File: src/assert_macros.svh
// ----------------------------------------------------------------------------
// Assertion macros
// Concurrent assertion wrappers shared by the escape decoder RTL. They
// expand to nothing when SYNTH is defined.
// ----------------------------------------------------------------------------
`ifndef ASSERT_MACROS_SVH
`define ASSERT_MACROS_SVH

`ifndef SYNTH

// The property must hold at every rising clock edge outside reset.
`define ASSERT_CLK(name, clk, rst_n, prop, msg) \
    name: assert property (@(posedge clk) disable iff (!rst_n) prop) else $error(msg);

// The condition must never be true outside reset.
`define ASSERT_NEVER(name, clk, rst_n, cond, msg) \
    name: assert property (@(posedge clk) disable iff (!rst_n) !(cond)) else $error(msg);

`else

`define ASSERT_CLK(name, clk, rst_n, prop, msg)

`define ASSERT_NEVER(name, clk, rst_n, cond, msg)

`endif

`endif

File: src/escd_pkg.sv
// ----------------------------------------------------------------------------
// Escape decoder package
// Types, character codes and small helper functions shared by the escape
// sequence decoder modules.
// ----------------------------------------------------------------------------
package escd_pkg;

    // Decoder mode: plain text, backslash seen, one or two octal digits held.
    typedef enum logic [1:0] {
        MODE_TEXT = 2'd0,
        MODE_ESC  = 2'd1,
        MODE_OCT1 = 2'd2,
        MODE_OCT2 = 2'd3
    } mode_t;

    // Characters recognised after a backslash.
    localparam logic [7:0] CHR_BSLASH = 8'h5C;
    localparam logic [7:0] CHR_N      = 8'h6E;
    localparam logic [7:0] CHR_R      = 8'h72;
    localparam logic [7:0] CHR_T      = 8'h74;
    localparam logic [7:0] CHR_A      = 8'h61;
    localparam logic [7:0] CHR_F      = 8'h66;
    localparam logic [7:0] CHR_V      = 8'h76;
    localparam logic [7:0] CHR_ZERO   = 8'h30;

    // Control codes produced by the named escapes.
    localparam logic [7:0] CODE_LF  = 8'h0A;
    localparam logic [7:0] CODE_CR  = 8'h0D;
    localparam logic [7:0] CODE_TAB = 8'h09;
    localparam logic [7:0] CODE_BEL = 8'h07;
    localparam logic [7:0] CODE_FF  = 8'h0C;
    localparam logic [7:0] CODE_VT  = 8'h0B;

    // One decoded result.
    typedef struct packed {
        logic [7:0] data;
        logic       has_byte;
        logic       run_last;
        logic       string_end;
    } result_t;

    // Up to two results produced by one input transfer, oldest in slot 0.
    typedef struct packed {
        result_t [1:0] slot;
        logic [1:0]    count;
    } result_pair_t;

    // True for the ASCII digits 0 to 7.
    function automatic logic is_octal(logic [7:0] b);
        return b[7:3] == CHR_ZERO[7:3];
    endfunction

    // Maps the byte after a backslash to the byte it stands for.
    function automatic logic [7:0] map_escape(logic [7:0] b);
        logic [7:0] code;
        unique case (b)
            CHR_N:   code = CODE_LF;
            CHR_R:   code = CODE_CR;
            CHR_T:   code = CODE_TAB;
            CHR_A:   code = CODE_BEL;
            CHR_F:   code = CODE_FF;
            CHR_V:   code = CODE_VT;
            default: code = b;
        endcase
        return code;
    endfunction

endpackage

File: src/escd_decode.sv
// ----------------------------------------------------------------------------
// Escape decoder step logic
// Holds the decode mode and the partial octal value, and combinationally
// turns each accepted byte into zero, one or two results.
// ----------------------------------------------------------------------------
`include "assert_macros.svh"

module escd_decode (
    input  logic                  clk,
    input  logic                  rst_n,
    input  logic                  accept,
    input  logic [7:0]            in_byte,
    input  logic                  string_last,
    output escd_pkg::result_pair_t pair
);
    import escd_pkg::*;

    mode_t       mode_reg;
    mode_t       mode_next;
    logic [5:0]  oct_reg;
    logic [5:0]  oct_next;
    result_t     res [2];
    logic [1:0]  n_res;

    logic        in_oct;
    logic [2:0]  digit;
    logic        flush;
    logic        esc_emit;
    logic        full_emit;
    logic        text_go;

    assign in_oct = is_octal(in_byte);
    assign digit  = in_byte[2:0];

    // Mode transition for one byte.
    always_comb
    begin
        mode_next = mode_reg;
        oct_next  = oct_reg;
        flush     = 1'b0;
        esc_emit  = 1'b0;
        full_emit = 1'b0;
        text_go   = 1'b0;
        unique case (mode_reg)
            MODE_TEXT:
            begin
                text_go = 1'b1;
            end
            MODE_ESC:
            begin
                if (in_oct)
                begin
                    oct_next  = {3'b000, digit};
                    mode_next = MODE_OCT1;
                end
                else
                begin
                    esc_emit  = 1'b1;
                    mode_next = MODE_TEXT;
                end
            end
            MODE_OCT1:
            begin
                if (in_oct)
                begin
                    oct_next  = {oct_reg[2:0], digit};
                    mode_next = MODE_OCT2;
                end
                else
                begin
                    flush    = 1'b1;
                    oct_next = '0;
                    text_go  = 1'b1;
                end
            end
            MODE_OCT2:
            begin
                if (in_oct)
                begin
                    full_emit = 1'b1;
                    oct_next  = '0;
                    mode_next = MODE_TEXT;
                end
                else
                begin
                    flush    = 1'b1;
                    oct_next = '0;
                    text_go  = 1'b1;
                end
            end
            default:
            begin
                mode_next = MODE_TEXT;
            end
        endcase

        // A byte handled as text either opens an escape or passes through.
        if (text_go)
        begin
            mode_next = (in_byte == CHR_BSLASH) ? MODE_ESC : MODE_TEXT;
        end

        // The end of the string flushes a held octal value and resets.
        if (string_last)
        begin
            mode_next = MODE_TEXT;
            oct_next  = '0;
        end
    end

    // Results in order: held octal flush, byte of this step, end flush.
    always_comb
    begin
        res[0] = '0;
        res[1] = '0;
        n_res  = 2'd0;
        if (flush)
        begin
            res[n_res[0]] = '{data: {2'b00, oct_reg}, has_byte: 1'b1,
                              run_last: 1'b0, string_end: 1'b0};
            n_res = n_res + 2'd1;
        end
        if (esc_emit)
        begin
            res[n_res[0]] = '{data: map_escape(in_byte), has_byte: 1'b1,
                              run_last: 1'b0, string_end: 1'b0};
            n_res = n_res + 2'd1;
        end
        if (full_emit)
        begin
            res[n_res[0]] = '{data: {oct_reg[4:0], digit}, has_byte: 1'b1,
                              run_last: 1'b0, string_end: 1'b0};
            n_res = n_res + 2'd1;
        end
        if (text_go && (in_byte != CHR_BSLASH))
        begin
            res[n_res[0]] = '{data: in_byte, has_byte: 1'b1,
                              run_last: 1'b0, string_end: 1'b0};
            n_res = n_res + 2'd1;
        end
        if (string_last)
        begin
            if (esc_emit == 1'b0 && full_emit == 1'b0 && in_oct &&
                (mode_reg == MODE_ESC || mode_reg == MODE_OCT1))
            begin
                // The digit just taken leaves a value held: flush it now.
                res[n_res[0]] = '{data: (mode_reg == MODE_ESC) ? {5'b00000, digit}
                                                               : {2'b00, oct_reg[2:0], digit},
                                  has_byte: 1'b1, run_last: 1'b0, string_end: 1'b0};
                n_res = n_res + 2'd1;
            end
            if (n_res == 2'd0)
            begin
                // End-only marker.
                res[0] = '0;
                n_res  = 2'd1;
            end
            res[n_res[1]].string_end = 1'b1;
        end
        if (n_res != 2'd0)
        begin
            res[n_res[1]].run_last = 1'b1;
        end
    end

    assign pair.slot[0] = res[0];
    assign pair.slot[1] = res[1];
    assign pair.count   = accept ? n_res : 2'd0;

    // Decoder state.
    always_ff @(posedge clk or negedge rst_n)
    begin
        if (!rst_n)
        begin
            mode_reg <= MODE_TEXT;
            oct_reg  <= '0;
        end
        else if (accept)
        begin
            mode_reg <= mode_next;
            oct_reg  <= oct_next;
        end
    end

    `ASSERT_CLK(a_end_resets_state, clk, rst_n, (accept && string_last) |=> (mode_reg == MODE_TEXT && oct_reg == 6'd0), "state not cleared after end of string")
    `ASSERT_CLK(a_end_has_result, clk, rst_n, (accept && string_last) |-> (pair.count != 2'd0), "end of string produced no result")
    `ASSERT_CLK(a_one_digit_narrow, clk, rst_n, (mode_reg == MODE_OCT1) |-> (oct_reg[5:3] == 3'd0), "single octal digit out of range")

endmodule

File: src/escd_queue.sv
// ----------------------------------------------------------------------------
// Escape decoder result queue
// Small register queue that takes up to two results per cycle and hands
// one result per transfer to the output channel.
// ----------------------------------------------------------------------------
`include "assert_macros.svh"

module escd_queue #(
    parameter int DEPTH = 4
) (
    input  logic                   clk,
    input  logic                   rst_n,
    input  escd_pkg::result_pair_t pair,
    output logic                   full,
    output logic                   out_valid,
    input  logic                   out_stall,
    output escd_pkg::result_t      head
);
    import escd_pkg::*;

    localparam int AW = (DEPTH > 1) ? $clog2(DEPTH) : 1;
    localparam int CW = $clog2(DEPTH + 1);

    result_t         mem [DEPTH];
    logic [AW-1:0]   wr_ptr_reg;
    logic [AW-1:0]   wr_ptr_next;
    logic [AW-1:0]   rd_ptr_reg;
    logic [AW-1:0]   rd_ptr_next;
    logic [CW-1:0]   count_reg;
    logic [CW-1:0]   count_next;
    logic [AW-1:0]   wr_p1;
    logic [AW-1:0]   wr_p2;
    logic [AW-1:0]   rd_p1;
    logic            pop;

    // Pointer arithmetic with wrap at the queue depth.
    always_comb
    begin
        wr_p1 = (wr_ptr_reg == AW'(DEPTH - 1)) ? '0 : wr_ptr_reg + 1'b1;
        wr_p2 = (wr_p1 == AW'(DEPTH - 1)) ? '0 : wr_p1 + 1'b1;
        rd_p1 = (rd_ptr_reg == AW'(DEPTH - 1)) ? '0 : rd_ptr_reg + 1'b1;
    end

    assign pop       = out_valid && !out_stall;
    assign out_valid = (count_reg != '0);
    assign head      = mem[rd_ptr_reg];
    assign full      = (count_reg > CW'(DEPTH - 2));

    // Next pointers and fill level.
    always_comb
    begin
        case (pair.count)
            2'd1:    wr_ptr_next = wr_p1;
            2'd2:    wr_ptr_next = wr_p2;
            default: wr_ptr_next = wr_ptr_reg;
        endcase
        rd_ptr_next = pop ? rd_p1 : rd_ptr_reg;
        count_next  = count_reg + CW'(pair.count) - CW'(pop);
    end

    // Result storage.
    always_ff @(posedge clk)
    begin
        if (pair.count != 2'd0)
        begin
            mem[wr_ptr_reg] <= pair.slot[0];
        end
        if (pair.count == 2'd2)
        begin
            mem[wr_p1] <= pair.slot[1];
        end
    end

    // Queue control.
    always_ff @(posedge clk or negedge rst_n)
    begin
        if (!rst_n)
        begin
            wr_ptr_reg <= '0;
            rd_ptr_reg <= '0;
            count_reg  <= '0;
        end
        else
        begin
            wr_ptr_reg <= wr_ptr_next;
            rd_ptr_reg <= rd_ptr_next;
            count_reg  <= count_next;
        end
    end

    `ASSERT_NEVER(a_count_bound, clk, rst_n, count_reg > CW'(DEPTH), "queue fill level beyond depth")
    `ASSERT_CLK(a_no_overflow, clk, rst_n, (pair.count != 2'd0) |-> ((count_reg + CW'(pair.count)) <= CW'(DEPTH)), "results pushed into a full queue")
    `ASSERT_CLK(a_pop_drains, clk, rst_n, (pop && pair.count == 2'd0) |=> (count_reg == $past(count_reg) - 1'b1), "fill level did not drop on a transfer")

endmodule

File: src/escape_sequence_decoder_top.sv
// ----------------------------------------------------------------------------
// Escape sequence decoder
// Streaming decoder for C string escapes: named control escapes, octal
// escapes of one to three digits, pass-through of other escaped bytes.
//
//   Channel | Handshake           | Payload
//   --------+---------------------+----------------------------------------
//   input   | in_valid, in_stall  | in_byte, string_last
//   output  | out_valid, out_stall| out_byte, has_byte, run_last, string_end
//
// One input byte is accepted per cycle while two queue slots are free; the
// output hands over one result per transfer, so a byte that yields two
// results takes two output transfers. Results are registered in the queue.
// The input stalls while fewer than two slots of the result queue are free.
// Reset clears the decode mode, the held octal value and the queue.
// ----------------------------------------------------------------------------
module escape_sequence_decoder_top #(
    parameter int QUEUE_DEPTH = 4
) (
    input  logic       clk,
    input  logic       rst_n,
    input  logic       in_valid,
    output logic       in_stall,
    input  logic [7:0] in_byte,
    input  logic       string_last,
    output logic       out_valid,
    input  logic       out_stall,
    output logic [7:0] out_byte,
    output logic       has_byte,
    output logic       run_last,
    output logic       string_end
);
    import escd_pkg::*;

    logic         accept;
    logic         queue_full;
    result_pair_t pair;
    result_t      head;

    // A transfer is taken whenever the queue can absorb two results.
    assign in_stall = queue_full;
    assign accept   = in_valid && !queue_full;

    escd_decode u_decode (
        .clk         (clk),
        .rst_n       (rst_n),
        .accept      (accept),
        .in_byte     (in_byte),
        .string_last (string_last),
        .pair        (pair)
    );

    escd_queue #(
        .DEPTH (QUEUE_DEPTH)
    ) u_queue (
        .clk       (clk),
        .rst_n     (rst_n),
        .pair      (pair),
        .full      (queue_full),
        .out_valid (out_valid),
        .out_stall (out_stall),
        .head      (head)
    );

    // Output payload from the head of the queue.
    assign out_byte   = head.data;
    assign has_byte   = head.has_byte;
    assign run_last   = head.run_last;
    assign string_end = head.string_end;

endmodule

File: config.mk
export PLATFORM = sky130hd
export DESIGN_NAME = escape_sequence_decoder_top
export DESIGN_NICKNAME = d
export VERILOG_FILES = /design/src/escd_pkg.sv /design/src/escd_decode.sv /design/src/escd_queue.sv /design/src/escape_sequence_decoder_top.sv
export VERILOG_INCLUDE_DIRS = /design/src /design/src/src
export SDC_FILE = /design/constraint.sdc
export NUM_CORES = 1
export LEC_CHECK = 0
export BUFFER_PORTS_ARGS = -buffer_cell sky130_fd_sc_hd__buf_2
export CAP_MARGIN = 20
export CORE_MARGIN = 4
export CORE_UTILIZATION = 48
export CTS_CLUSTER_DIAMETER = 60
export DETAILED_ROUTE_END_ITERATION = 16
export HOLD_SLACK_MARGIN = 0.08
export MAX_ROUTING_LAYER = met4
export PLACE_DENSITY = 0.64
export SYNTH_ARGS = -nofsm -noshare
export SYNTH_HDL_FRONTEND = slang
export SYNTH_SLANG_ARGS = --single-unit
File: constraint.sdc
create_clock -name clk -period 6.25 [get_ports clk]
set_input_delay 1.25 -clock clk [delete_from_list [all_inputs] [get_ports clk]]
set_output_delay 1.25 -clock clk [all_outputs]
set_load 0.01 [all_outputs]
==> key figures, run 1 <==
Worst setup path
  – Largest fanout on the critical path: 15
  – Critical-path top delay cell: ha_1
  – Worst R2R Setup Slack: 1.32 ns
  – CP peak stage delay: 0.51 ns
  – Reg-to-reg endpoint: u_queue.mem[2][10]
  – WP buf/inv: 5
  – Worst EP required: 6.34 ns
  – Cell chain of the critical path: buf_2 -> and4bb_4 -> a21oi_1 -> inv_1 -> ha_1 -> inv_1 -> a31oi_1 -> o211ai_2 -> nand2b_1 -> o21ai_1 -> nand2b_1 -> inv_1 -> ha_1 -> nand2_1 -> o21ai_0 -> buf_4
  – Critical path data arrival time: 5.39 ns
  – CP Launch Type: input port
  – CP Class: in2reg
  – Top delay family on crit path: compound AO/OA/AOI/OAI gates
  – Crit path top cell by count: inv_1
  – Reg-to-reg startpoint: u_decode.mode_reg[0]
  – Worst Reg-to-Reg Cells: 17
  – Crit. End Element: flip-flop

Detailed routing
  – Remaining antenna violation count: 0
  – Met1 WL: 4690 um
  – Via density: ~6.2
  – Routed length on met2: 5120 um
  – Routed len/inst: 20.3 um
  – DR pass1 iterations: 5
  – Top sig layer: met4
  – Residual DRC: 0
  – Via count: 3292
  – Routed wl met3: 660 um
  – Initial drt markers: 179
  – Final WL: 10900 um

Timing
  – Unrepaired setup endpoints after global routing: false
  – Final Hold Vio Count: 0
  – Fin. max-slew vios: 0
  – Worst rel slew slack: 43.6%
  – Setup Skew: 0.00971 ns
  – Tcrit/Tclk final: 84.9%
  – Final setup fails: 0
  – Setup TNS: 0 ns
  – Worst-Margin Slew: 0.824 ns
  – Max Freq: 188 MHz
  – Final min period: about 5.3 ns
  – Fin Hold WS: 0.516 ns

Global routing
  – Initial antenna violation count: 0
  – Grt ovf: 0
  – GRT Util Overall: a little under a quarter
  – Vias in the first global route: 3304
  – Largest net degree at the start of global routing: 17
  – First-pass GRT wire length: 17600 um

Synth
  – Yosys warns: 0
  – Compound-Gate Fraction of Synth Area: 19.8%
  – Adder-cell share of the synthesized area: under 10%
  – Most common cell in the netlist: edfxtp_1
  – Post-synthesis sequential area ratio: 40.7%
  – Main combinational cell family by area after synthesis: compound AO/OA/AOI/OAI gates
  – Synthesized instance count: ~400
  – Post-Syn Area: 0.00417 mm^2
  – Yosys reg bits: 59
  – Mux cell area share after synthesis: about an eighth
  – Mean post-synth cell area: approximately 10 um^2
  – Ys flop type: edfxtp_1
  – Post-Syn Nets: 435
  – Post-Synth Simple-Gate Area: roughly 15%
  – Library cells used by synthesis: 72
  – Async set-reset flop share out of synthesis: 25.4%
  – Area leader, netlist: edfxtp_1
  – Number of flops mapped to enable cells by yosys: 44
  – Top-area cell type share of the netlist area: roughly a third
  – Largest cells by area after synthesis: edfxtp_1 (32%), dfrtp_1 (9.0%), mux4_2 (5.9%)
  – Synth Area in XOR/XNOR: ~1.7%
  – Synth cell count leaders: edfxtp_1 (44), o21ai_0 (42), nand2_1 (34)

Power
  – Logic pwr share: 30.5%
  – Sequential share of power: between 40% and 50%
  – PwrDens: 301 mW/mm^2
  – Sw Share: around 32%
  – Clk network pwr share: 28.0%
  – Lkg Pwr: 1.76 nW
  – Worst VDD drop: 0.000131 V
  – Int Pwr: ~940 uW
  – Switch Pwr: between 400 and 500 uW

Worst hold path
  – Hold_sp: u_queue.count_reg[2]
  – Worst min-delay path class: reg2reg
  – Worst hold path depth: 1
  – Hold EP: u_queue.count_reg[2]

Placement
  – IO Port Bufs: 25
  – Gp weighted congestion: 0.975
  – HPWL after DPL: 8390 um

CTS
  – Clock root buffer: clkbuf_8
  – CTS Sinks: 59
  – CTS buffer count: 9
  – Clock transition at path regs: roughly 0.070 ns
  – Hold_buf cts: 0
  – Resized Gates After CTS: 0
  – Worst skew pair latency: 0.33 ns
  – Htree depth: 3
  – Maximum buffer depth of the clock tree: 2
  – CTS tree: yes
  – Post-CTS Setup Repair Bufs: 0

Floorplan
  – Num rows: 33
  – I/O pins: 26
  – Core area: approximately 0.0083 mm^2
  – Full die area: 0.0102 mm^2
  – Die height: 101 um
  – Starting density of the core: between 50% and 60%
  – Die W: 101 um

Layout
  – Share of layout cells above drive strength 1: 19.8%
  – Max reg flops: 44
  – Area grow syn2layout: 9.90%
  – Layout net count: 454
  – Antenna diodes: 0

Flow run
  – Max_cap viols: 0

Outcome
  – Status: completed
layout make-up:
type / instances / area [um^2]
Clock buffer: 10 / 138
Sequential cell: 59 / 1700
Tap cell: 105 / 131
Fill cell: 749 / 3760
Inverter: 26 / 97.6
Multi-Input combinational cell: 299 / 2280
Clock inverter: 6 / 88.8
Timing Repair Buffer: 29 / 155
power by group through the flow:
stage,Clock (mW),Combinational [mW],Sequential (mW)
CTS,0.393,0.425,0.574
detailed placement,0,0.425,0.582
global placement,0,0.416,0.580
global route,0.415,0.468,0.584
floorplan,0,0.324,0.534
finish,0.385,0.421,0.572
per-stage QoR:
step / cells / worst slack (ns) / total power, mW / cell area, um^2 / utilization (%)
floorplan: 405 / 1.23 / 0.858 / 4170 / -
global placement: 518 / 0.734 / 0.996 / 4360 / 52.2
detailed placement: 518 / 0.628 / 1.01 / 4360 / 52.2
CTS: 534 / 0.978 / 1.39 / 4580 / 55.0
global route: 534 / 0.559 / 1.47 / 4580 / 55.0
finish: 534 / 0.944 / 1.38 / 4580 / 55.0
kinds of logic (layout without fill, tap and decap cells):
family / Yosys count / after routing
muxes: 36 / 36
adders and majority gates: 19 / 19
DFF: 59 / 59
xor gates and xnor gates: 8 / 8
and+or+nand+nor: 115 / 115
buffers and inverters: 47 / 71
AOI/OAI and AO/OA: 121 / 121
worst max path at each step:
| stage | startpoint | endpoint | slack, ns | cells after the start |
|---|---|---|---|---|
| after floorplan | in_byte[6] | u_queue.mem[1][0] | 1.23 | 17 |
| after global placement | in_byte[4] | u_queue.mem[2][0] | 0.73 | 16 |
| after detailed placement | in_byte[4] | u_queue.mem[2][0] | 0.63 | 15 |
| after CTS | in_byte[4] | u_queue.mem[2][10] | 0.98 | 16 |
| after global routing | in_byte[4] | u_queue.mem[2][9] | 0.56 | 15 |
| final | in_byte[4] | u_queue.mem[2][10] | 0.94 | 16 |
cells in the final DEF, fill, tap and decap left out, types with 3 or more instances in the layout:
cell,count
o21ai_0,42
a31oi_1,3
clkbuf_8,10
nand2b_1,8
mux4_2,11
nor3_1,6
xnor2_1,6
inv_1,26
o211a_1,4
dfrtp_1,15
nor2_1,24
o21ai_1,4
a22oi_1,3
a21o_1,5
buf_4,4
nand3_1,10
and2_1,10
a22o_1,7
a21oi_1,16
nand4_1,5
edfxtp_1,44
buf_2,25
a211o_1,3
ha_1,16
nand2_1,34
mux2_2,11
o211ai_1,7
mux2i_1,13
layer usage:
| layer | GRT usage [%] | up-vias |
|---|---|---|
| li1 | - | 1556 |
| met1 | 30.3 | 1580 |
| met2 | 35.6 | 130 |
| met3 | 3.37 | 26 |
| met4 | 9.71 | 0 |
| met5 | - | - |
(Power assumes the default switching activity.)
==> run 2, diff against run 1 <==
Settings changed: PLACE_DENSITY 0.64 to 0.67.
Clock period 6.25 ns to 4.6 ns, I/O delays scaled along.
==> key figures, run 2 (same netlist as run 1, synthesis figures left out) <==
Outcome
  – Status: completed

Timing
  – Final setup fails: 0
  – Setup Skew: 0.00796 ns
  – Fin. max-slew vios: 0
  – Final min period: about 4.2 ns
  – Unrepaired setup endpoints after global routing: false
  – Worst-Margin Slew: 0.790 ns
  – Max Freq: 238 MHz
  – Tcrit/Tclk final: between 90% and 100%
  – Final Hold Vio Count: 0
  – Worst rel slew slack: a little under half

Worst setup path
  – Critical path data arrival time: about 4.2 ns
  – CP Class: in2reg
  – Largest fanout on the critical path: 11
  – CP Launch Type: input port
  – Worst EP required: 4.57 ns
  – Worst R2R Setup Slack: 0.42 ns
  – Worst Reg-to-Reg Cells: 14
  – Crit. End Element: flip-flop
  – Reg-to-reg endpoint: u_queue.mem[0][9]
  – Reg-to-reg startpoint: u_decode.mode_reg[0]

Detailed routing
  – Residual DRC: 0
  – Via count: between 3000 and 4000
  – Routed len/inst: ~20 um
  – Via density: 6.20
  – DR pass1 iterations: 7
  – Remaining antenna violation count: 0
  – Initial drt markers: 257
  – Final WL: around 11000 um

Floorplan
  – Die W: 101 um
  – Starting density of the core: 50.0%
  – I/O pins: 26
  – Full die area: 0.0102 mm^2
  – Core area: ~0.0083 mm^2
  – Die height: 101 um
  – Num rows: 33

Layout
  – Max reg flops: 44
  – Layout net count: about 470
  – Most frequent cells in the layout: edfxtp_1 (44), o21ai_0 (38), nand2_1 (34), inv_1 (26), buf_2 (25)
  – Util after Layout: 55.8%
  – Area grow syn2layout: 11.6%
  – Commonest non-fill, non-tap cell in the layout: edfxtp_1
  – Antenna diodes: 0
  – Share of layout cells above drive strength 1: 22.4%

Flow run
  – Max_cap viols: 0

Power
  – Total power draw: between 1.5 and 2 mW
  – Worst VDD drop: 0.000171 V
  – PwrDens: 390 mW/mm^2
  – Lkg Pwr: 1.81 nW

CTS
  – Hold_buf cts: 0
  – CTS tree: yes
  – Worst skew pair latency: 0.34 ns
  – Post-CTS Setup Repair Bufs: 0
  – Htree depth: 3
  – CTS Sinks: 59
  – Clock transition at path regs: approximately 0.070 ns
  – Clock root buffer: clkbuf_8
  – Resized Gates After CTS: 0
  – CTS buffer count: 9
  – Maximum buffer depth of the clock tree: 2

Placement
  – HPWL after DPL: just over 8000 um
  – IO Port Bufs: 25
  – Gp weighted congestion: about 0.97

Global routing
  – Vias in the first global route: 3370
  – Grt ovf: 0
  – Largest net degree at the start of global routing: 17
  – First-pass GRT wire length: 17500 um
  – GRT Util Overall: 23.1%
  – Initial antenna violation count: 0

Worst hold path
  – Worst min-delay path class: in2async
==> run 2: how the worst max path moves through the flow <==
stage,startpoint,end,depth (start not counted),slack [ns]
3_3_place_gp,in_byte[7],u_queue.mem[0][9],13,0.24
2_1_floorplan,in_byte[6],u_queue.mem[2][0],15,-0.03
4_1_cts,u_decode.mode_reg[0],u_queue.mem[0][9],14,0.45
5_1_grt,u_decode.mode_reg[0],u_queue.mem[0][9],14,0.08
3_5_place_dp,in_byte[7],u_queue.mem[0][2],13,0.14
6_report,in_byte[7],u_queue.mem[0][9],13,0.41
==> run 2: final cells by class <==
class	count	area, um^2
flip-flops and latches	59	1700
clock inverters	5	52.6
inverters	26	97.6
fillers	733	3680
multi-input cells	299	2280
clock buffers	11	141
repair buffers	42	253
well taps	105	131
==> run 2: critical path, cell delays in order <==
cell and delay, ns:
buf_2 0.15, and4bb_4 0.27, a21oi_1 0.19, inv_1 0.10, ha_1 0.43, or3_4 0.46
o211ai_2 0.13, and2_4 0.21, nand2_1 0.07, o2111ai_1 0.19, ha_1 0.41, nand2_1 0.27
o21ai_2 0.34
==> run 2: through the flow <==
| stage | instance area [um^2] | setup TNS, ns | hold slack, ns | instances | worst slack, ns |
|---|---|---|---|---|---|
| global placement | 4460 | 0 | 0.481 | 531 | 0.236 |
| detailed placement | 4460 | 0 | 0.502 | 531 | 0.136 |
| CTS | 4660 | 0 | 0.479 | 547 | 0.452 |
| global route | 4660 | 0 | 0.502 | 547 | 0.0779 |
| floorplan | 4180 | -0.675 | 0.450 | 405 | -0.0307 |
| finish | 4660 | 0 | 0.487 | 547 | 0.406 |
==> run 2: layer usage <==
metal | global-route usage [%] | routed length [um]
met1 | 28.9 | 4520
met2 | 36.0 | 4960
met3 | 3.72 | 751
met4 | 12.5 | 565
met5 | - | 0
==> run 2: power breakdown <==
group | leakage, nW | switching (mW) | internal [mW]
registers | 0.575 | 0.104 | 0.671
logic | 1.14 | 0.295 | 0.284
clock network | 0.0991 | 0.201 | 0.262
